**src/rtl/core/clas_pkg.sv**
```systemverilog
// Shared types, codes and constants of the command line argument splitter.
package clas_pkg;

  // Field widths
  localparam int CH_W   = 8;
  localparam int KIND_W = 2;
  localparam int NUM_W  = 16;
  localparam int PEND_W = 6;
  localparam int PH_W   = 3;
  localparam int QC_W   = 2;

  localparam int MAX_PENDING_BACKSLASH = 62;

  // Result kinds
  localparam logic [KIND_W-1:0] KIND_BYTE     = 2'd0;
  localparam logic [KIND_W-1:0] KIND_END_ARG  = 2'd1;
  localparam logic [KIND_W-1:0] KIND_END_LINE = 2'd2;

  // Characters of interest
  localparam logic [CH_W-1:0] CH_NUL   = 8'h00;
  localparam logic [CH_W-1:0] CH_TAB   = 8'h09;
  localparam logic [CH_W-1:0] CH_SPACE = 8'h20;
  localparam logic [CH_W-1:0] CH_QUOTE = 8'h22;
  localparam logic [CH_W-1:0] CH_BSL   = 8'h5C;

  // Parser phases
  localparam logic [PH_W-1:0] PH_LINE_START   = 3'd0;
  localparam logic [PH_W-1:0] PH_FIRST_QUOTED = 3'd1;
  localparam logic [PH_W-1:0] PH_FIRST_PLAIN  = 3'd2;
  localparam logic [PH_W-1:0] PH_GAP          = 3'd3;
  localparam logic [PH_W-1:0] PH_ARG          = 3'd4;

  // Quote runs count modulo this
  localparam int QUOTE_MOD = 3;

  // Output source select
  localparam logic [1:0] SEL_NONE = 2'd0;
  localparam logic [1:0] SEL_BS   = 2'd1;
  localparam logic [1:0] SEL_T0   = 2'd2;
  localparam logic [1:0] SEL_T1   = 2'd3;

  // Controller to datapath
  typedef struct packed {
    logic       load;
    logic       dec_bs;
    logic [1:0] sel;
    logic       last;
  } clas_cmd_t;

  // Datapath to controller: shape of an emission plan
  typedef struct packed {
    logic bs_nz;
    logic bs_one;
    logic t0_v;
    logic t1_v;
  } clas_stat_t;

endpackage

```
**src/rtl/core/clas_in_if.sv**
```systemverilog
// Input byte channel interface.
interface clas_in_if;
  logic                     valid;
  logic                     ready;
  logic [clas_pkg::CH_W-1:0] ch;

  modport source (output valid, output ch, input ready);
  modport sink   (input valid, input ch, output ready);
endinterface

```
**src/rtl/core/clas_out_if.sv**
```systemverilog
// Result channel interface.
interface clas_out_if;
  logic                        valid;
  logic                        ready;
  logic [clas_pkg::CH_W-1:0]   out_byte;
  logic [clas_pkg::KIND_W-1:0] out_kind;
  logic [clas_pkg::NUM_W-1:0]  arg_number;
  logic                        backslash_overflow;
  logic                        last;

  modport source (output valid, output out_byte, output out_kind, output arg_number,
                  output backslash_overflow, output last, input ready);
  modport sink   (input valid, input out_byte, input out_kind, input arg_number,
                  input backslash_overflow, input last, output ready);
endinterface

```
**src/rtl/core/command_line_argument_splitter.sv**
```systemverilog
// Top level of the command line argument splitter.
// The first result beat is offered in the cycle after a byte is taken.
// A new byte is taken only after every result beat of the last byte has been sent;
//   held backslashes are flushed one beat per cycle unless stalled (up to 64 beats per byte).
// Reset (rst_n low, synchronous): parser returns to line start, all counts clear.
module command_line_argument_splitter #(
  parameter int MAX_PENDING_BACKSLASH = clas_pkg::MAX_PENDING_BACKSLASH
) (
  input  logic           clk,
  input  logic           rst_n,
  clas_in_if.sink        in_bus,
  clas_out_if.source     out_bus
);

  clas_pkg::clas_cmd_t  cmd;
  clas_pkg::clas_stat_t st_new;
  clas_pkg::clas_stat_t st_cur;

  clas_ctrl u_ctrl (
    .clk         (clk),
    .rst_n       (rst_n),
    .in_valid_i  (in_bus.valid),
    .in_ready_o  (in_bus.ready),
    .out_valid_o (out_bus.valid),
    .out_ready_i (out_bus.ready),
    .st_new_i    (st_new),
    .st_cur_i    (st_cur),
    .cmd_o       (cmd)
  );

  clas_dp #(
    .MaxPend (MAX_PENDING_BACKSLASH)
  ) u_dp (
    .clk                  (clk),
    .rst_n                (rst_n),
    .ch_i                 (in_bus.ch),
    .cmd_i                (cmd),
    .st_new_o             (st_new),
    .st_cur_o             (st_cur),
    .out_byte_o           (out_bus.out_byte),
    .out_kind_o           (out_bus.out_kind),
    .arg_number_o         (out_bus.arg_number),
    .backslash_overflow_o (out_bus.backslash_overflow)
  );

  assign out_bus.last = cmd.last;

endmodule

```
**src/rtl/core/clas_dp.sv**
```systemverilog
// Datapath: parser state, per-byte emission plan and result payload.
module clas_dp #(
  parameter int MaxPend = clas_pkg::MAX_PENDING_BACKSLASH
) (
  input  logic                          clk,
  input  logic                          rst_n,
  input  logic [clas_pkg::CH_W-1:0]     ch_i,
  input  clas_pkg::clas_cmd_t           cmd_i,
  output clas_pkg::clas_stat_t          st_new_o,
  output clas_pkg::clas_stat_t          st_cur_o,
  output logic [clas_pkg::CH_W-1:0]     out_byte_o,
  output logic [clas_pkg::KIND_W-1:0]   out_kind_o,
  output logic [clas_pkg::NUM_W-1:0]    arg_number_o,
  output logic                          backslash_overflow_o
);

  localparam int QUOTE_MOD_M1 = clas_pkg::QUOTE_MOD - 1;

  // Parser state
  logic [clas_pkg::PH_W-1:0]   phase_r, phase_nxt;
  logic [clas_pkg::QC_W-1:0]   qc_r, qc_nxt;
  logic [clas_pkg::PEND_W-1:0] pend_r, pend_nxt;
  logic                        iqr_r, iqr_nxt;
  logic [clas_pkg::NUM_W-1:0]  cnt_r, cnt_nxt;
  logic                        ovf_r, ovf_nxt;

  // Emission plan of the byte in flight
  logic [clas_pkg::PEND_W-1:0] bs_r, bs_nxt;
  logic                        t0v_r, t0v_nxt;
  logic [clas_pkg::KIND_W-1:0] t0k_r, t0k_nxt;
  logic [clas_pkg::CH_W-1:0]   t0b_r, t0b_nxt;
  logic                        t1v_r, t1v_nxt;
  logic [clas_pkg::NUM_W-1:0]  idx_r, idx_nxt;
  logic [clas_pkg::NUM_W-1:0]  tot_r, tot_nxt;
  logic                        povf_r, povf_nxt;

  logic is_nul, is_blank, is_q, is_bsl, do_arg, end_ln;
  logic [clas_pkg::QC_W:0] qc_inc;

  assign is_nul   = (ch_i == clas_pkg::CH_NUL);
  assign is_blank = (ch_i == clas_pkg::CH_SPACE) || (ch_i == clas_pkg::CH_TAB);
  assign is_q     = (ch_i == clas_pkg::CH_QUOTE);
  assign is_bsl   = (ch_i == clas_pkg::CH_BSL);

  // Next state and plan for the incoming byte
  always_comb begin
    phase_nxt = phase_r;
    qc_nxt    = qc_r;
    pend_nxt  = pend_r;
    iqr_nxt   = iqr_r;
    cnt_nxt   = cnt_r;
    ovf_nxt   = ovf_r;
    bs_nxt    = '0;
    t0v_nxt   = 1'b0;
    t0k_nxt   = clas_pkg::KIND_BYTE;
    t0b_nxt   = '0;
    t1v_nxt   = 1'b0;
    do_arg    = 1'b0;
    end_ln    = 1'b0;
    qc_inc    = '0;

    case (phase_r)
      clas_pkg::PH_FIRST_QUOTED, clas_pkg::PH_FIRST_PLAIN: begin
        t0v_nxt = 1'b1;
        if (is_nul) begin
          t0k_nxt = clas_pkg::KIND_END_ARG;
          t1v_nxt = 1'b1;
          end_ln  = 1'b1;
        end else if ((phase_r == clas_pkg::PH_FIRST_QUOTED) ? is_q : is_blank) begin
          t0k_nxt   = clas_pkg::KIND_END_ARG;
          phase_nxt = clas_pkg::PH_GAP;
        end else begin
          t0b_nxt = ch_i;
        end
      end
      clas_pkg::PH_GAP: begin
        if (is_nul) begin
          t0v_nxt = 1'b1;
          t0k_nxt = clas_pkg::KIND_END_LINE;
          end_ln  = 1'b1;
        end else if (!is_blank) begin
          if (cnt_r != {clas_pkg::NUM_W{1'b1}}) cnt_nxt = cnt_r + 1'b1;
          phase_nxt = clas_pkg::PH_ARG;
          qc_nxt    = '0;
          pend_nxt  = '0;
          iqr_nxt   = 1'b0;
          do_arg    = 1'b1;
        end
      end
      clas_pkg::PH_ARG: begin
        do_arg = 1'b1;
      end
      default: begin
        if (is_nul) begin
          t0v_nxt = 1'b1;
          t0k_nxt = clas_pkg::KIND_END_LINE;
          end_ln  = 1'b1;
        end else begin
          cnt_nxt = clas_pkg::NUM_W'(1);
          if (is_q) begin
            phase_nxt = clas_pkg::PH_FIRST_QUOTED;
          end else if (is_blank) begin
            t0v_nxt   = 1'b1;
            t0k_nxt   = clas_pkg::KIND_END_ARG;
            phase_nxt = clas_pkg::PH_GAP;
          end else begin
            t0v_nxt   = 1'b1;
            t0b_nxt   = ch_i;
            phase_nxt = clas_pkg::PH_FIRST_PLAIN;
          end
        end
      end
    endcase

    // Inside an argument: backslash and quote rules
    if (do_arg) begin
      if (iqr_nxt && !is_q) begin
        if (qc_nxt == clas_pkg::QC_W'(QUOTE_MOD_M1)) qc_nxt = '0;
        iqr_nxt = 1'b0;
      end
      if (is_nul) begin
        bs_nxt   = pend_nxt;
        pend_nxt = '0;
        t0v_nxt  = 1'b1;
        t0k_nxt  = clas_pkg::KIND_END_ARG;
        t1v_nxt  = 1'b1;
        end_ln   = 1'b1;
      end else if (is_blank && (qc_nxt == '0)) begin
        bs_nxt    = pend_nxt;
        pend_nxt  = '0;
        t0v_nxt   = 1'b1;
        t0k_nxt   = clas_pkg::KIND_END_ARG;
        phase_nxt = clas_pkg::PH_GAP;
      end else if (is_bsl) begin
        if (pend_nxt < clas_pkg::PEND_W'(MaxPend)) pend_nxt = pend_nxt + 1'b1;
        else ovf_nxt = 1'b1;
      end else if (is_q) begin
        if (iqr_nxt) begin
          qc_inc = {1'b0, qc_nxt} + 1'b1;
          if (qc_inc >= (clas_pkg::QC_W + 1)'(clas_pkg::QUOTE_MOD)) begin
            t0v_nxt = 1'b1;
            t0b_nxt = clas_pkg::CH_QUOTE;
            qc_nxt  = '0;
          end else begin
            qc_nxt = qc_inc[clas_pkg::QC_W-1:0];
          end
        end else begin
          bs_nxt = pend_nxt >> 1;
          if (pend_nxt[0]) begin
            t0v_nxt = 1'b1;
            t0b_nxt = clas_pkg::CH_QUOTE;
          end else begin
            qc_nxt = qc_nxt + 1'b1;
          end
          pend_nxt = '0;
          iqr_nxt  = 1'b1;
        end
      end else begin
        bs_nxt   = pend_nxt;
        pend_nxt = '0;
        t0v_nxt  = 1'b1;
        t0b_nxt  = ch_i;
      end
    end

    // Plan fields are taken before the line end clears the state
    idx_nxt  = (cnt_nxt == '0) ? '0 : cnt_nxt - 1'b1;
    tot_nxt  = cnt_nxt;
    povf_nxt = ovf_nxt;

    if (end_ln) begin
      phase_nxt = clas_pkg::PH_LINE_START;
      qc_nxt    = '0;
      pend_nxt  = '0;
      iqr_nxt   = 1'b0;
      cnt_nxt   = '0;
      ovf_nxt   = 1'b0;
    end
  end

  // State registers, committed when a byte is taken; bs_r counts down on each backslash beat
  always_ff @(posedge clk) begin
    if (!rst_n) begin
      phase_r <= clas_pkg::PH_LINE_START;
      qc_r    <= '0;
      pend_r  <= '0;
      iqr_r   <= 1'b0;
      cnt_r   <= '0;
      ovf_r   <= 1'b0;
      bs_r    <= '0;
      t0v_r   <= 1'b0;
      t1v_r   <= 1'b0;
    end else if (cmd_i.load) begin
      phase_r <= phase_nxt;
      qc_r    <= qc_nxt;
      pend_r  <= pend_nxt;
      iqr_r   <= iqr_nxt;
      cnt_r   <= cnt_nxt;
      ovf_r   <= ovf_nxt;
      bs_r    <= bs_nxt;
      t0v_r   <= t0v_nxt;
      t1v_r   <= t1v_nxt;
    end else if (cmd_i.dec_bs) begin
      bs_r <= bs_r - 1'b1;
    end
  end

  // Plan payload
  always_ff @(posedge clk) begin
    if (cmd_i.load) begin
      t0k_r  <= t0k_nxt;
      t0b_r  <= t0b_nxt;
      idx_r  <= idx_nxt;
      tot_r  <= tot_nxt;
      povf_r <= povf_nxt;
    end
  end

  // Plan shape for the controller
  assign st_new_o = '{bs_nz: (bs_nxt != '0), bs_one: (bs_nxt == clas_pkg::PEND_W'(1)),
                      t0_v: t0v_nxt, t1_v: t1v_nxt};
  assign st_cur_o = '{bs_nz: (bs_r != '0), bs_one: (bs_r == clas_pkg::PEND_W'(1)),
                      t0_v: t0v_r, t1_v: t1v_r};

  // Result payload select
  always_comb begin
    out_byte_o           = '0;
    out_kind_o           = clas_pkg::KIND_END_LINE;
    arg_number_o         = tot_r;
    backslash_overflow_o = povf_r;
    case (cmd_i.sel)
      clas_pkg::SEL_BS: begin
        out_byte_o   = clas_pkg::CH_BSL;
        out_kind_o   = clas_pkg::KIND_BYTE;
        arg_number_o = idx_r;
      end
      clas_pkg::SEL_T0: begin
        out_byte_o   = t0b_r;
        out_kind_o   = t0k_r;
        arg_number_o = (t0k_r == clas_pkg::KIND_END_LINE) ? tot_r : idx_r;
      end
      default: begin
      end
    endcase
  end

  // Held backslashes never pass the limit
  a_pend_limit: assert property (@(posedge clk) disable iff (!rst_n)
    pend_r <= clas_pkg::PEND_W'(MaxPend))
    else $error("pending backslash count above limit");

  // A backslash flush step only runs on a nonempty count
  a_dec_nz: assert property (@(posedge clk) disable iff (!rst_n)
    cmd_i.dec_bs |-> (bs_r != '0))
    else $error("backslash flush with empty count");

  // A planned line end always follows an argument end beat
  a_t1_with_t0: assert property (@(posedge clk) disable iff (!rst_n)
    t1v_r |-> t0v_r)
    else $error("line end planned without a leading beat");

endmodule

```
**src/rtl/core/clas_ctrl.sv**
```systemverilog
// Controller: takes a byte, then steps through its planned result beats.
module clas_ctrl (
  input  logic                 clk,
  input  logic                 rst_n,
  input  logic                 in_valid_i,
  output logic                 in_ready_o,
  output logic                 out_valid_o,
  input  logic                 out_ready_i,
  input  clas_pkg::clas_stat_t st_new_i,
  input  clas_pkg::clas_stat_t st_cur_i,
  output clas_pkg::clas_cmd_t  cmd_o
);

  localparam logic [1:0] S_IDLE = 2'd0;
  localparam logic [1:0] S_BS   = 2'd1;
  localparam logic [1:0] S_T0   = 2'd2;
  localparam logic [1:0] S_T1   = 2'd3;

  logic [1:0] state_r, state_nxt;
  logic       take, beat;

  // First state with something to send
  function automatic logic [1:0] first_of(input logic bs, input logic t0, input logic t1);
    logic [1:0] s;
    if (bs)      s = S_BS;
    else if (t0) s = S_T0;
    else if (t1) s = S_T1;
    else         s = S_IDLE;
    return s;
  endfunction

  assign in_ready_o  = (state_r == S_IDLE);
  assign out_valid_o = (state_r != S_IDLE);
  assign take        = in_valid_i && in_ready_o;
  assign beat        = out_valid_o && out_ready_i;

  // Next state
  always_comb begin
    state_nxt = state_r;
    case (state_r)
      S_IDLE: begin
        if (take) state_nxt = first_of(st_new_i.bs_nz, st_new_i.t0_v, st_new_i.t1_v);
      end
      S_BS: begin
        if (beat && st_cur_i.bs_one) state_nxt = first_of(1'b0, st_cur_i.t0_v, st_cur_i.t1_v);
      end
      S_T0: begin
        if (beat) state_nxt = st_cur_i.t1_v ? S_T1 : S_IDLE;
      end
      S_T1: begin
        if (beat) state_nxt = S_IDLE;
      end
      default: state_nxt = S_IDLE;
    endcase
  end

  always_ff @(posedge clk) begin
    if (!rst_n) state_r <= S_IDLE;
    else        state_r <= state_nxt;
  end

  // Commands to the datapath
  always_comb begin
    cmd_o.load   = take;
    cmd_o.dec_bs = beat && (state_r == S_BS);
    cmd_o.sel    = clas_pkg::SEL_NONE;
    cmd_o.last   = 1'b0;
    case (state_r)
      S_BS: begin
        cmd_o.sel  = clas_pkg::SEL_BS;
        cmd_o.last = st_cur_i.bs_one && !st_cur_i.t0_v && !st_cur_i.t1_v;
      end
      S_T0: begin
        cmd_o.sel  = clas_pkg::SEL_T0;
        cmd_o.last = !st_cur_i.t1_v;
      end
      S_T1: begin
        cmd_o.sel  = clas_pkg::SEL_T1;
        cmd_o.last = 1'b1;
      end
      default: begin
      end
    endcase
  end

  // After the final beat of a byte the block is idle again
  a_last_idle: assert property (@(posedge clk) disable iff (!rst_n)
    (beat && cmd_o.last) |=> in_ready_o)
    else $error("not idle after final beat");

  // A stalled beat keeps the controller where it is
  a_stall_hold: assert property (@(posedge clk) disable iff (!rst_n)
    (out_valid_o && !out_ready_i) |=> $stable(state_r))
    else $error("state moved during stall");

  // A beat that is not final leaves more to send
  a_more: assert property (@(posedge clk) disable iff (!rst_n)
    (beat && !cmd_o.last) |=> out_valid_o)
    else $error("results dropped");

endmodule

```
**src/flat_wrapper.sv**
```systemverilog
// flat-port wrapper written by rule: the top's interface ports become plain ports
module command_line_argument_splitter_flat 
#(
  parameter int MAX_PENDING_BACKSLASH = clas_pkg::MAX_PENDING_BACKSLASH
)
  (clk, rst_n, in_bus_valid, in_bus_ch, in_bus_ready, out_bus_valid, out_bus_out_byte, out_bus_out_kind, out_bus_arg_number, out_bus_backslash_overflow, out_bus_last, out_bus_ready);
  clas_in_if in_bus_i ();
  clas_out_if out_bus_i ();
  input  logic clk;
  input  logic rst_n;
  input wire logic [$bits(in_bus_i.valid)-1:0] in_bus_valid;
  input wire logic [$bits(in_bus_i.ch)-1:0] in_bus_ch;
  output wire logic [$bits(in_bus_i.ready)-1:0] in_bus_ready;
  output wire logic [$bits(out_bus_i.valid)-1:0] out_bus_valid;
  output wire logic [$bits(out_bus_i.out_byte)-1:0] out_bus_out_byte;
  output wire logic [$bits(out_bus_i.out_kind)-1:0] out_bus_out_kind;
  output wire logic [$bits(out_bus_i.arg_number)-1:0] out_bus_arg_number;
  output wire logic [$bits(out_bus_i.backslash_overflow)-1:0] out_bus_backslash_overflow;
  output wire logic [$bits(out_bus_i.last)-1:0] out_bus_last;
  input wire logic [$bits(out_bus_i.ready)-1:0] out_bus_ready;
  assign in_bus_i.valid = in_bus_valid;
  assign in_bus_i.ch = in_bus_ch;
  assign in_bus_ready = in_bus_i.ready;
  assign out_bus_valid = out_bus_i.valid;
  assign out_bus_out_byte = out_bus_i.out_byte;
  assign out_bus_out_kind = out_bus_i.out_kind;
  assign out_bus_arg_number = out_bus_i.arg_number;
  assign out_bus_backslash_overflow = out_bus_i.backslash_overflow;
  assign out_bus_last = out_bus_i.last;
  assign out_bus_i.ready = out_bus_ready;
  command_line_argument_splitter #(.MAX_PENDING_BACKSLASH(MAX_PENDING_BACKSLASH)) u_core (.clk(clk), .rst_n(rst_n), .in_bus(in_bus_i), .out_bus(out_bus_i));
endmodule
```
**config.mk**
```make
export PLATFORM = sky130hd
export DESIGN_NAME = command_line_argument_splitter_flat
export DESIGN_NICKNAME = d
export VERILOG_FILES = /design/src/rtl/core/clas_pkg.sv /design/src/rtl/core/clas_in_if.sv /design/src/rtl/core/clas_out_if.sv /design/src/rtl/core/command_line_argument_splitter.sv /design/src/rtl/core/clas_dp.sv /design/src/rtl/core/clas_ctrl.sv /design/src/flat_wrapper.sv
export SDC_FILE = /design/constraint.sdc
export NUM_CORES = 1
export LEC_CHECK = 0
export BUFFER_PORTS_ARGS = -buffer_cell sky130_fd_sc_hd__buf_2
export CAP_MARGIN = 10
export CORE_UTILIZATION = 45
export CTS_CLUSTER_SIZE = 8
export DETAILED_ROUTE_END_ITERATION = 7
export GPL_TIMING_DRIVEN = 1
export PLACE_DENSITY = 0.6
export SETUP_SLACK_MARGIN = 0.4
export SLEW_MARGIN = 30
export SYNTH_ARGS = -nofsm -noshare
export SYNTH_HDL_FRONTEND = slang
export SYNTH_SLANG_ARGS = --single-unit
```
**constraint.sdc**
```tcl
create_clock -name clk -period 4.5 [get_ports clk]
set_input_delay 0.225 -clock clk [delete_from_list [all_inputs] [get_ports clk]]
set_output_delay 0.225 -clock clk [all_outputs]
set_load 0.1 [all_outputs]
```
* Word-level counts from Yosys, hierarchy flattened
Cells that the tools add are included.
** Cells by class
- $add $sub $neg :: 6
- Multipliers :: 0
- Div/mod/pow operators :: 0
- Magnitude comparators :: 2
- Equal/unequal tests :: 21
- Shift-type cells :: 0
- Muxes and demuxes :: 130
- Bitwise operators :: 0
- Reduce and logical (&&, ||, !) cells :: 23
** Operators by type and width (number)
- 6-bit 2-to-1 mux :: 18
- 8-bit 2-to-1 mux :: 13
- 16-bit 2-to-1 mux :: 6
- 16-bit one-hot mux with 2 select lines :: 2
- 2-bit 2-to-1 mux :: 30
- 1-bit 2-to-1 mux :: 42
- 8-bit one-hot mux with 2 select lines :: 2
- 3-bit 2-to-1 mux :: 9
- 3-bit one-hot mux with 3 select lines :: 2
- 16-bit by 1-bit adder with 16-bit output, second input constant :: 1
- 8-bit by 6-bit == test with 1-bit output, second input constant :: 2
- 16-bit logical NOT :: 1
- 16-bit != test, second input constant :: 1
- 16-bit by 1-bit subtractor with 16-bit output, second input constant :: 1
- 2-bit == test, second input constant :: 5
- 8-bit by 4-bit == test with 1-bit output, second input constant :: 1
- 8-bit by 7-bit == test with 1-bit output, second input constant :: 1
- 1-bit logical AND :: 8
- 8-bit logical NOT :: 1
- 2-bit one-hot mux with 4 select lines :: 1
- 6-bit by 1-bit adder with 6-bit output, second input constant :: 1
- 3-bit by 2-bit == test with 1-bit output, second input constant :: 2
- 6-bit by 1-bit == test with 1-bit output, second input constant :: 1
- 6-bit less-than comparator, second input constant :: 1
- 22 further kinds :: 30
** Word-level totals
- Bits in registers :: 82
- Bits in latches :: 0
- Memory bits (writable) :: 0
- Bits in read-only memories :: 0
- Output and inout bits :: 30
- Word-level logic and storage cells :: 197
- Memories kept :: 0

* Logic depth before layout (Yosys ltp)
Gate-level depths: netlist (run 1).
- Depth in word-level cells :: 22
- Gate-level depth with buffers :: 17

* By module
A second synthesis (run 1) with hierarchy kept.
** Unflattened totals
- Cells, all modules :: 635
- Area, all modules :: 5624.1 um2
** Modules (own cells, without submodules)
- clas_dp :: times used 1, cells an instance 601, area each 5408.9 um2, seq. area each 2031.9 um2
- clas_ctrl :: times used 1, cells an instance 34, area each 215.2 um2, seq. area each 40.0 um2

* Least setup slack after synthesis (run 1)
OpenSTA, ideal clock, no wires.
- Path kind :: reg2reg
- From :: register u_core.u_ctrl.state_r[0]
- To :: register u_core.u_dp.pend_r[0] (netlist bit)
- Setup time :: 0.122 ns
- Arrival :: 3.442 ns
- Required time :: 4.378 ns
- Slack :: 0.936 ns
- Stages on the path, launching flop included :: 9
- Period minus slack after synthesis :: 3.564 ns
- Path through :: dfxtp_1 -> inv_1 -> ha_1 -> nand2_1 -> inv_1 -> o21ai_0 -> a41o_1 -> nand2_1 -> a21boi_0
** Between the ends
- Word-level cells in the longest chain between the ends :: 2
** Ends and longest elaborated chain
- from (decl) :: line clas_ctrl.sv:19 : logic [1:0] state_r, state_nxt;
- from (signal assigned) :: line clas_ctrl.sv:59 : else state_r <= state_nxt;
- 2-bit logical NOT :: line clas_ctrl.sv:32 : assign in_ready_o = (state_r == S_IDLE);
- via in_bus_ready :: line flat_wrapper.sv:13 : output wire logic [$bits(in_bus_i.ready)-1:0] in_bus_ready;
- 1-bit logical AND :: line clas_ctrl.sv:34 : assign take = in_valid_i && in_ready_o;
- via u_core.u_ctrl.take :: line clas_ctrl.sv:20 : logic take, beat;
- to (signal assigned) :: line clas_dp.sv:196 : pend_r <= pend_nxt;
- to (decl) :: line clas_dp.sv:22 : logic [clas_pkg::PEND_W-1:0] pend_r, pend_nxt;
The timed path passes the listed nets, and every way through them passes these cells.
A chain may end at the register's enable or synchronous reset.

* Worst setup path after layout (run 1)
- From :: register u_core.u_dp.phase_r[0] (netlist bit)
- To :: register u_core.u_dp.idx_r[12] (netlist bit), data pin
** Between the ends
- Word-level cells in the longest chain between the ends :: 4
** Ends and longest elaborated chain
- from (decl) :: line clas_dp.sv:20 : logic [clas_pkg::PH_W-1:0] phase_r, phase_nxt;
- from (signal assigned) :: line clas_dp.sv:184 : phase_r <= clas_pkg::PH_LINE_START;
- from (signal assigned) :: line clas_dp.sv:194 : phase_r <= phase_nxt;
- 3-bit by 1-bit == test with 1-bit output (tied with other cells) :: line clas_dp.sv:62 : case (phase_r)
- 3-bit OR reduction (no line)
- 16-bit one-hot mux with 2 select lines (*) :: line clas_dp.sv:62
- via u_core.u_dp.tot_nxt, one bit :: line clas_dp.sv:34 : logic [clas_pkg::NUM_W-1:0] tot_r, tot_nxt;
- 16-bit by 1-bit subtractor with 16-bit output or 16-bit logical NOT (tied branches) :: line clas_dp.sv:167 : idx_nxt = (cnt_nxt == '0) ? '0 : cnt_nxt - 1'b1;
- to (signal assigned) :: line clas_dp.sv:213 : idx_r <= idx_nxt;
- to (decl) :: line clas_dp.sv:33 : logic [clas_pkg::NUM_W-1:0] idx_r, idx_nxt;
The timed path passes the listed nets; every way through them passes the cells marked *.

==> out/metrics.cfg, run 1 <==
[run_status]
status = finished, final reports clean

[yosys]
netlist_area_mm2 = 0.005226
ys_types = 75
ys_seq_area_share_pct = 39.65
ys_ff_latch = 82
synthCells = 580
syn_nets = 602
synth-edff-count = 43
synth_top_area_share_pct = 24.71
synth_top_cell_by_area = edfxtp_1
yosys_warnings = 0
syn_area_per_cell_um2 = 9.011
synthArstFlopShare_pct = 0
synthFlopType = edfxtp_1
synth_most_common_cell = nor2_1
synth_common_cells = nor2_1 (53), nand2_1 (44), edfxtp_1 (43)
synth.area.top_cells = edfxtp_1 (25%), dfxtp_1 (15%), nor2b_1 (4.3%)

[die]
num_rows = 38
dieArea_mm2 = 0.01205
core_area_mm2 = 0.01108
die_x_um = 109.8
ios = 42
fp.dieH_um = 109.8
initial_utilization_pct = 47.18

[place]
dpl.hpwl_um = 9610
gp_routability_congestion = 0.9008
port_buffers = 41

[clock_tree]
clockBufferDepth = 2
cts.sinks = 82
cts_buffers = 9
tritoncts = built
clkTransAtPathRegs_ns = 0.06
htreeDepth = 3
cts_resized = 0
cts.hold.buffers_added = 0
cts_setup_buffers = 0
clock_latency_ns = 0.35
ctsRootBufferMaster = clkbuf_16

[grt]
antenna_found_initial = 0
grt_max_degree = 42
grt_first_pass_wirelength_um = 21690
grt_pass1_vias = 4097
grt_use_total_pct = 23.80
grt_overflow = 0

[route]
drc_errors = 0
drtPass1Iterations = 5
postRouteAntennaNets = 0
drt_iter0_markers = 427
wl_per_cell_um = 18.18
viasPerCell = 6.077
vias = 4582
wl_um = 13710

[critical_path]
cp_slowest_cell = dfxtp_1
cp.arrival_ns = 3.42
start_kind = flip-flop
cp_data_required_time_ns = 4.60
critPathMaxStageDelay_ns = 0.59
crit_chain = nand3b_1 -> o32ai_1 -> nor2_1 -> a21oi_1 -> inv_1 -> ha_1 -> inv_1 -> nor4_4 -> nand2_2 -> nor3b_1 -> mux2_1
cpMostUsedCell = inv_1
path_class = flip-flop to flip-flop
cp_max_fo = 14
end_kind = flip-flop

[sta]
maxSlewHeadroom_pct = 38.71
min_period_ns = 3.327
fmax_mhz = 300.6
setup-tns-final_ns = 0
tightest_slew_ns = 0.9139
slew_violations = 0
rsz0062_at_grt = false
setup_violations = 0
min_period_over_period_pct = 73.92
hold_viol = 0
skew_ns = 0.006445

[job]
drv_cap = 0

[pwr]
leakagePower_nw = 2.091
power.density_mw_per_mm2 = 622.0
power_mw = 3.616
ir_worst_vdd_v = 0.0004380

[cells_and_area]
antenna_cells = 0
fin_nets = 631
synthToLayoutAreaGrowth_pct = 11.23
layout-drive-gt1-share_pct = 15.96

[hold_path]
hold_class = input port to flip-flop

-- worst max-delay path: cells and delay by family (launching register included) --
kind                     cells  cell delay (ns)
AND/OR/NAND/NOR              5             0.91
AO/OA/AOI/OAI                2             0.81
flip-flops                   1             0.59
multiplexers                 1             0.33
adder cells (fa/ha/maj)      1             0.23
buffers and inverters        2             0.20
-- cell type report --
| class | count | area [um2] |
|---|---|---|
| inverter | 20 | 75.07 |
| multi-input combinational | 443 | 2923 |
| timing repair buffer | 53 | 295.3 |
| tap | 140 | 175.2 |
| sequential | 82 | 2072 |
| clock inverter | 5 | 40.04 |
| clock buffer | 11 | 232.7 |
| fill | 1066 | 5265 |
-- power breakdown --
part / switching, mW / internal (mW) / leakage [nW]
combinational: 1.50 / 0.399 / 1.23
clock: 0.303 / 0.377 / 0.122
sequential: 0.0683 / 0.964 / 0.738
total: 1.88 / 1.74 / 2.09
-- sequential cells by signal, indices dropped and copies added (netlist names) --
name                              cells
u_core.u_dp.qc_r                      2
u_core.u_dp.cnt_r                    16
u_core.u_dp.iqr_r                     1
u_core.u_dp.ovf_r                     1
u_core.u_dp.bs_r                      6
u_core.u_dp.pend_r                    6
u_core.u_ctrl.state_r                 2
u_core.u_dp.t0k_r                     2
u_core.u_dp.phase_r                   3
u_core.u_dp.t1v_r                     1
u_core.u_dp.idx_r                    16
u_core.u_dp.t0v_r                     1
u_core.u_dp.backslash_overflow_o      1
u_core.u_dp.tot_r                    16
u_core.u_dp.t0b_r                     8
-- worst paths after layout --
check | startpoint | to | slack, ns | cells past startpoint
setup / recovery | u_core.u_dp.phase_r[0] | u_core.u_dp.idx_r[12] | 1.17 | 11
hold / removal | in_bus_ch[7] | u_core.u_dp.t0b_r[7] | 0.11 | 1
setup reg to reg | u_core.u_dp.phase_r[0] | u_core.u_dp.idx_r[12] | 1.17 | 11
hold reg to reg | u_core.u_dp.t1v_r | u_core.u_dp.t1v_r | 0.51 | 2
-- kinds of logic (layout without fill, tap and decap cells) --
logic type,count (synthesis),in the layout,share of synthesized area [%]
flip-flops,82,82,39.65
XOR/XNOR,12,12,2.011
multiplexers,16,16,3.591
AND/OR/NAND/NOR,251,251,27.41
adder cells (fa/ha/maj),11,11,2.586
buffers and inverters,55,89,4.549
AO/OA/AOI/OAI,153,153,20.21
-- cells in the final DEF (no fill, tap or decap), types with 14 or more instances in the layout --
| master | Yosys | routed |
|---|---|---|
| nand2_1 | 44 | 44 |
| a22oi_1 | 22 | 22 |
| nor2b_1 | 36 | 36 |
| a21oi_1 | 24 | 24 |
| nand4_1 | 18 | 18 |
| nor2_1 | 53 | 53 |
| edfxtp_1 | 43 | 43 |
| buf_2 | 4 | 41 |
| o21ai_0 | 35 | 35 |
| nand3_1 | 18 | 18 |
| dfxtp_1 | 39 | 39 |
| inv_1 | 20 | 19 |
| a22o_1 | 16 | 16 |
| and2_1 | 14 | 14 |
-- routing by layer --
layer / vias up / track usage, % / share of wire [%]
li1: 2229 / - / -
met1: 2163 / 35.04 / 50
met2: 175 / 34.05 / 42
met3: 15 / 4.327 / 6.5
met4: 0 / 9.524 / 1.7
met5: - / 0 / 0
-- through the flow --
stage | utilization [%] | instance area, um2 | setup WS, ns | cells | hold WS, ns
finish | 52.47 | 5813 | 1.173 | 754 | 0.1088
global route | 52.47 | 5813 | 0.8391 | 754 | 0.09914
CTS | 52.47 | 5813 | 1.176 | 754 | 0.09106
detailed placement | 50.01 | 5540 | 1.035 | 738 | 0.4617
global placement | 50.01 | 5540 | 1.095 | 738 | 0.4540
floorplan | - | 5226 | 0.9358 | 580 | 0.3867
Power figures use the tool's default switching activity.
==> run 2: changes to the inputs <==
Settings changed: ABC_AREA from default to 1, PLACE_DENSITY 0.6 to 0.59.
Clock period 4.5 ns to 3.4 ns, I/O delays scaled along.
==> out/metrics.cfg, run 2 <==
[run_status]
status = finished, final reports clean  ; unchanged

[yosys]
synth_most_common_cell = nand2_1  ; was nor2_1
synthArstFlopShare_pct = 0  ; unchanged
yosys_warnings = 0  ; unchanged
ys_seq_area_share_pct = 36.18  ; was 39.65%
syn_nets = 865  ; was 602
ys_types = 41  ; was 75
synth-edff-count = 43  ; unchanged
synth_common_cells = nand2_1 (248), inv_1 (105), nor2_1 (74)  ; was nor2_1 (53), nand2_1 (44), edfxtp_1 (43)
syn_area_per_cell_um2 = 6.793  ; was 9.011 um2
netlist_area_mm2 = 0.005727  ; was 0.005226 mm2
synth.area.top_cells = edfxtp_1 (23%), nand2_1 (16%), dfxtp_1 (14%)  ; was edfxtp_1 (25%), dfxtp_1 (15%), nor2b_1 (4.3%)
ys_ff_latch = 82  ; unchanged
synthCells = 843  ; was 580
synth_top_cell_by_area = edfxtp_1  ; unchanged
synth_top_area_share_pct = 22.55  ; was 24.71%
synthFlopType = edfxtp_1  ; unchanged

[cells_and_area]
fin_area_mm2 = 0.006425  ; was 0.005813 mm2
antenna_cells = 0  ; unchanged
fin_util_pct = 52.61  ; was 52.47%
synthToLayoutAreaGrowth_pct = 12.19  ; was 11.23%
reg.largest.list = u_core.u_dp.cnt_r: 16 flops, u_core.u_dp.idx_r: 16 flops, u_core.u_dp.tot_r: 16 flops  ; unchanged
final_cell_mix = nand2_1 (247), inv_1 (104), nor2_1 (74), nand3_1 (68), o21ai_0 (49)  ; was nor2_1 (53), nand2_1 (44), edfxtp_1 (43), buf_2 (41), dfxtp_1 (39)
fill_cells = 1269  ; was 1066
fin_nets = 903  ; was 631
layout-drive-gt1-share_pct = 16.37  ; was 15.96%
layout_commonest_cell = nand2_1  ; was nor2_1

[route]
viasPerCell = 5.242  ; was 6.077
drc_errors = 0  ; unchanged
vias = 5525  ; was 4582
postRouteAntennaNets = 0  ; unchanged
wl_per_cell_um = 14.17  ; was 18.18 um
drt_iter0_markers = 414  ; was 427
drtPass1Iterations = 5  ; unchanged
wl_um = 14930  ; was 13710 um

[critical_path]
start_kind = flip-flop  ; unchanged
end_kind = output pin  ; was flip-flop
cp.arrival_ns = 2.61  ; was 3.42 ns
crit_chain = inv_1 -> ha_1 -> nor2_1 -> inv_1 -> nand3_2 -> o21ai_0 -> buf_2  ; was nand3b_1 -> o32ai_1 -> nor2_1 -> a21oi_1 -> inv_1 -> ha_1 -> inv_1 -> nor4_4 -> nand2_2 -> nor3b_1 -> mux2_1
cpMostUsedCell = inv_1  ; unchanged
critPathLaunch = u_core.u_ctrl.state_r[0]  ; was u_core.u_dp.phase_r[0]
rr_startpoint = u_core.u_dp.cnt_r[0]  ; was u_core.u_dp.phase_r[0]
cp_data_required_time_ns = 3.23  ; was 4.60 ns
path_class = flip-flop to output pin  ; was flip-flop to flip-flop
cp_max_fo = 16  ; was 14
cp_slowest_cell = buf_2  ; was dfxtp_1
critPathMaxStageDelay_ns = 0.50  ; was 0.59 ns

[grt]
grt_first_pass_wirelength_um = 24450  ; was 21690 um
grt_max_degree = 33  ; was 42
grt_pass1_vias = 4939  ; was 4097
grt_overflow = 0  ; unchanged
antenna_found_initial = 0  ; unchanged
grt_use_total_pct = 23.84  ; was 23.80%

[clock_tree]
htreeDepth = 3  ; unchanged
clockBufferDepth = 2  ; unchanged
clkTransAtPathRegs_ns = 0.06  ; about the same
tritoncts = built  ; unchanged
cts.sinks = 82  ; unchanged
clock_latency_ns = 0.35  ; about the same
cts.hold.buffers_added = 0  ; unchanged
cts_buffers = 9  ; unchanged
ctsRootBufferMaster = clkbuf_16  ; unchanged

[place]
gp_routability_congestion = 0.8833  ; was 0.9008
port_buffers = 41  ; unchanged
dpl.hpwl_um = 10900  ; was 9610 um
dp_slack_ns = 0.4067  ; was 1.035 ns
place_area_mm2 = 0.006068  ; was 0.005540 mm2

[die]
core_area_mm2 = 0.01221  ; was 0.01108 mm2
initial_utilization_pct = 46.90  ; was 47.18%
fp.dieH_um = 114.8  ; was 109.8 um
die_x_um = 114.8  ; was 109.8 um
num_rows = 40  ; was 38
ios = 42  ; unchanged
dieArea_mm2 = 0.01318  ; was 0.01205 mm2

[sta]
setup-tns-final_ns = 0  ; unchanged
setup_violations = 0  ; unchanged
tightest_slew_ns = 0.9308  ; was 0.9139 ns
setup_slack_ns = 0.6191  ; was 1.173 ns
fmax_mhz = 359.6
min_period_over_period_pct = 81.79
rsz0062_at_grt = false  ; unchanged
slew_violations = 0  ; unchanged
maxSlewHeadroom_pct = 37.56  ; was 38.71%
skew_ns = 0.01013  ; was 0.006445 ns
min_period_ns = 2.781
hold_viol = 0  ; unchanged

[pwr]
power.density_mw_per_mm2 = 788.2  ; was 622.0 mW/mm2
power_mw = 5.064  ; was 3.616 mW
leakagePower_nw = 3.022  ; was 2.091 nW
ir_worst_vdd_v = 0.0006963  ; was 0.0004380 V

[job]
drv_cap = 0  ; unchanged

[hold_path]
min_from = in_bus_ch[7]  ; unchanged
hold_class = input port to flip-flop  ; unchanged

-- run 2: logic make-up (layout without fill, tap and decap cells) --
group	count (synthesis)	count (layout)	share of synthesized area (%)
flops	82	82	36.18
xor+xnor	9	9	1.377
fa+ha+maj	10	10	2.185
compound gates	110	110	10.20
simple gates	477	478	39.41
buf+inv	155	197	10.64
-- run 2: critical path: cells and delay by family (launching register included) --
kind	cells	cell delay (ns)
compound gates	1	0.38
flops	1	0.34
fa+ha+maj	1	0.40
simple gates	2	0.40
buf+inv	3	0.73
-- run 2: routing by layer --
layer  global-route usage (%)  vias to the layer above  share of wire (%)
met5                        0                        -                  0
met4                    7.965                        0                1.5
met3                    4.006                       20                5.8
met2                    34.46                      178                 41
met1                    35.82                     2530                 51
li1                         -                     2797                  -
-- run 2: timing repair --
item / in CTS / in global routing
buffers inserted: 0 / 7
gates cloned: 0 / 1
hold endpoints to repair: 0 / 0
setup endpoints to repair: 2 / 16
pin swaps: 0 / 3
gates resized for setup: 1 / 6
-- run 2: stage by stage --
stage	hold slack, ns	instances
2_1_floorplan	0.3367	843
3_3_place_gp	0.4104	1030
3_5_place_dp	0.4117	1030
4_1_cts	0.05315	1046
5_1_grt	0.06823	1054
6_report	0.06529	1054
-- run 2: final cells by class --
cell class / instances / area, um2 / share of cell area, %
multi-input combinational: 607 / 3075 / 47.87
tap: 168 / 210.2 / 3.272
inverter: 127 / 478.0 / 7.439
clock inverter: 5 / 38.79 / 0.6037
clock buffer: 11 / 232.7 / 3.622
sequential: 82 / 2074 / 32.29
timing repair buffer: 54 / 315.3 / 4.907
-- run 2: path summary, 6_finish.rpt --
check	endpoint	slack, ns	cells past startpoint
setup reg to reg	u_core.u_dp.idx_r[8]	0.64	16
hold / removal	u_core.u_dp.t0b_r[7]	0.07	1
hold reg to reg	u_core.u_dp.bs_r[1]	0.49	2
setup / recovery	out_bus_arg_number[15]	0.62	7
-- run 2: power by group --
| part | internal (mW) | leakage [nW] | total (mW) | switching (mW) |
|---|---|---|---|---|
| logic | 0.527 | 2.16 | 2.75 | 2.23 |
| registers | 1.31 | 0.740 | 1.40 | 0.0869 |
| clock network | 0.498 | 0.118 | 0.911 | 0.414 |
| total | 2.34 | 3.02 | 5.06 | 2.73 |
==> run 3: changes to the inputs <==
Clock period 3.4 ns to 2.7 ns, I/O delays scaled along.
==> out/metrics.cfg, run 3 (synthesis gave the netlist of run 2 again) <==
[run_status]
status = finished, final reports clean  ; unchanged

[critical_path]
rrSetupSlack_ns = 0.18  ; was 0.64 ns
critPathLaunch = u_core.u_dp.cnt_r[1]  ; was u_core.u_ctrl.state_r[0]
r2r-end = u_core.u_dp.idx_r[6]  ; was u_core.u_dp.idx_r[8]
end_kind = flip-flop  ; was output pin
start_kind = flip-flop  ; unchanged
endpoint = u_core.u_dp.idx_r[6]  ; was out_bus_arg_number[15]
worstRegToRegCells = 17  ; was 16
cp_max_fo = 10  ; was 16
path_class = flip-flop to flip-flop  ; was flip-flop to output pin
rr_startpoint = u_core.u_dp.cnt_r[1]  ; was u_core.u_dp.cnt_r[0]
cp_data_required_time_ns = 2.81  ; was 3.23 ns
cp.arrival_ns = 2.63  ; was 2.61 ns

[cells_and_area]
synthToLayoutAreaGrowth_pct = 28.25  ; was 12.19%
reg.largest.list = u_core.u_dp.cnt_r: 16 flops, u_core.u_dp.idx_r: 16 flops, u_core.u_dp.tot_r: 16 flops  ; unchanged
fin_nets = 946  ; was 903
layout-drive-gt1-share_pct = 27.02  ; was 16.37%
layout_commonest_cell = nand2_1  ; unchanged
antenna_cells = 0  ; unchanged
fill_cells = 1144  ; was 1269
final_cell_mix = nand2_1 (228), inv_1 (103), nand3_1 (66), nor2_1 (58), buf_4 (49)  ; was nand2_1 (247), inv_1 (104), nor2_1 (74), nand3_1 (68), o21ai_0 (49)

[sta]
setup_violations = 0  ; unchanged
fmax_mhz = 396.8
slew_violations = 0  ; unchanged
min_period_ns = 2.520
hold_viol = 0  ; unchanged
tightest_slew_ns = 0.5371  ; was 0.9308 ns
maxSlewHeadroom_pct = 64.15  ; was 37.56%
skew_ns = 0.003480  ; was 0.01013 ns
setup_slack_ns = 0.1801  ; was 0.6191 ns
setup-tns-final_ns = 0  ; unchanged
rsz0062_at_grt = true  ; was false
min_period_over_period_pct = 93.33

[clock_tree]
cts.sinks = 82  ; unchanged
ctsRootBufferMaster = clkbuf_16  ; unchanged
cts_buffers = 9  ; unchanged
tritoncts = built  ; unchanged
clock_latency_ns = 0.35  ; about the same
clockBufferDepth = 2  ; unchanged
htreeDepth = 3  ; unchanged
cts.hold.buffers_added = 0  ; unchanged
clkTransAtPathRegs_ns = 0.06  ; about the same

[die]
die_x_um = 114.8  ; unchanged
num_rows = 40  ; unchanged
initial_utilization_pct = 46.90  ; unchanged
core_area_mm2 = 0.01221  ; unchanged
fp.dieH_um = 114.8  ; unchanged
ios = 42  ; unchanged
dieArea_mm2 = 0.01318  ; unchanged

[route]
drc_errors = 0  ; unchanged
drtPass1Iterations = 6  ; was 5
viasPerCell = 5.203  ; was 5.242
wl_per_cell_um = 14.49  ; was 14.17 um
wl_um = 15890  ; was 14930 um
drt_iter0_markers = 504  ; was 414
vias = 5708  ; was 5525
postRouteAntennaNets = 0  ; unchanged

[place]
dp_slack_ns = -0.04762  ; was 0.4067 ns
dpl.hpwl_um = 11590  ; was 10900 um
port_buffers = 41  ; unchanged
gp_routability_congestion = 0.9170  ; was 0.8833

[grt]
grt_overflow = 0  ; unchanged
grt_use_total_pct = 25.36  ; was 23.84%
grt_pass1_vias = 5072  ; was 4939
grt_first_pass_wirelength_um = 25720  ; was 24450 um
grt_max_degree = 53  ; was 33
antenna_found_initial = 0  ; unchanged

[pwr]
leakagePower_nw = 3.398  ; was 3.022 nW
power.density_mw_per_mm2 = 1010  ; was 788.2 mW/mm2
ir_worst_vdd_v = 0.0008772  ; was 0.0006963 V
power_mw = 7.417  ; was 5.064 mW

[hold_path]
hold_class = input port to flip-flop  ; unchanged

[job]
drv_cap = 0  ; unchanged

## run 3: how the worst min path moves through the flow
stage                      start                    to  depth (start not counted)
detailed placement  in_bus_ch[7]  u_core.u_dp.t0b_r[7]                          1
global placement    in_bus_ch[7]  u_core.u_dp.t0b_r[7]                          1
global route        in_bus_ch[7]  u_core.u_dp.t0b_r[7]                          1
finish              in_bus_ch[7]  u_core.u_dp.t0b_r[7]                          1
floorplan           in_bus_ch[7]  u_core.u_dp.t0b_r[7]                          1
CTS                 in_bus_ch[7]  u_core.u_dp.t0b_r[7]                          1
## run 3: power breakdown
part	total [mW]	internal (mW)	switching [mW]
Clock	1.16	0.643	0.512
Sequential	1.77	1.65	0.113
Combinational	4.49	1.37	3.13
Total	7.42	3.67	3.75
## run 3: through the flow
step / utilization, % / hold slack, ns / cell area, um2 / std cells
floorplan: - / 0.3017 / 5908 / 843
global placement: 54.85 / 0.3751 / 6698 / 1060
detailed placement: 54.85 / 0.3733 / 6698 / 1060
CTS: 58.27 / 0.007922 / 7116 / 1088
global route: 60.14 / 0.02253 / 7345 / 1097
finish: 60.14 / 0.02080 / 7345 / 1097
## run 3: what timing repair did
item | 4_1_cts | 5_1_grt
setup buffers | 12 | 9
resized for setup | 12 | 45
endpoints found under the setup margin | 34 | 57
pin swaps | 5 | 9
## run 3: per-layer routing
layer | part of all wire, % | GRT usage, % | up-vias | wire length (um)
met5 | 0 | 0 | - | 0
met4 | 1.4 | 7.792 | 0 | 217
met3 | 6.1 | 5.430 | 18 | 972
met2 | 42 | 35.68 | 156 | 6697
met1 | 50 | 38.48 | 2646 | 8006
li1 | - | - | 2888 | -
## run 3: worst max-delay path, stage by stage (launching register included)
cell and delay (ns):
dfxtp_4 0.36, ha_4 0.15, nand2_4 0.06, nor2_4 0.13, nand3_4 0.09, nor2_4 0.21, nor2_4 0.05, or2_1 0.22
nand2_2 0.09, ha_4 0.15, nand2_4 0.06, nor2_4 0.10, nand2_4 0.08, nor2_8 0.13, nand3_4 0.12, buf_12 0.18
nand2_2 0.07, inv_2 0.03
## run 3: area by class of cell
class                      count  area, um2  share of cell area, %
multi-input combinational    606       3367                  45.84
sequential                    82       2086                  28.40
timing repair buffer          98      920.9                  12.54
inverter                     127      488.0                  6.644
clock buffer                  11      242.7                  3.305
tap                          168      210.2                  2.862
clock inverter                 5      30.03                 0.4089
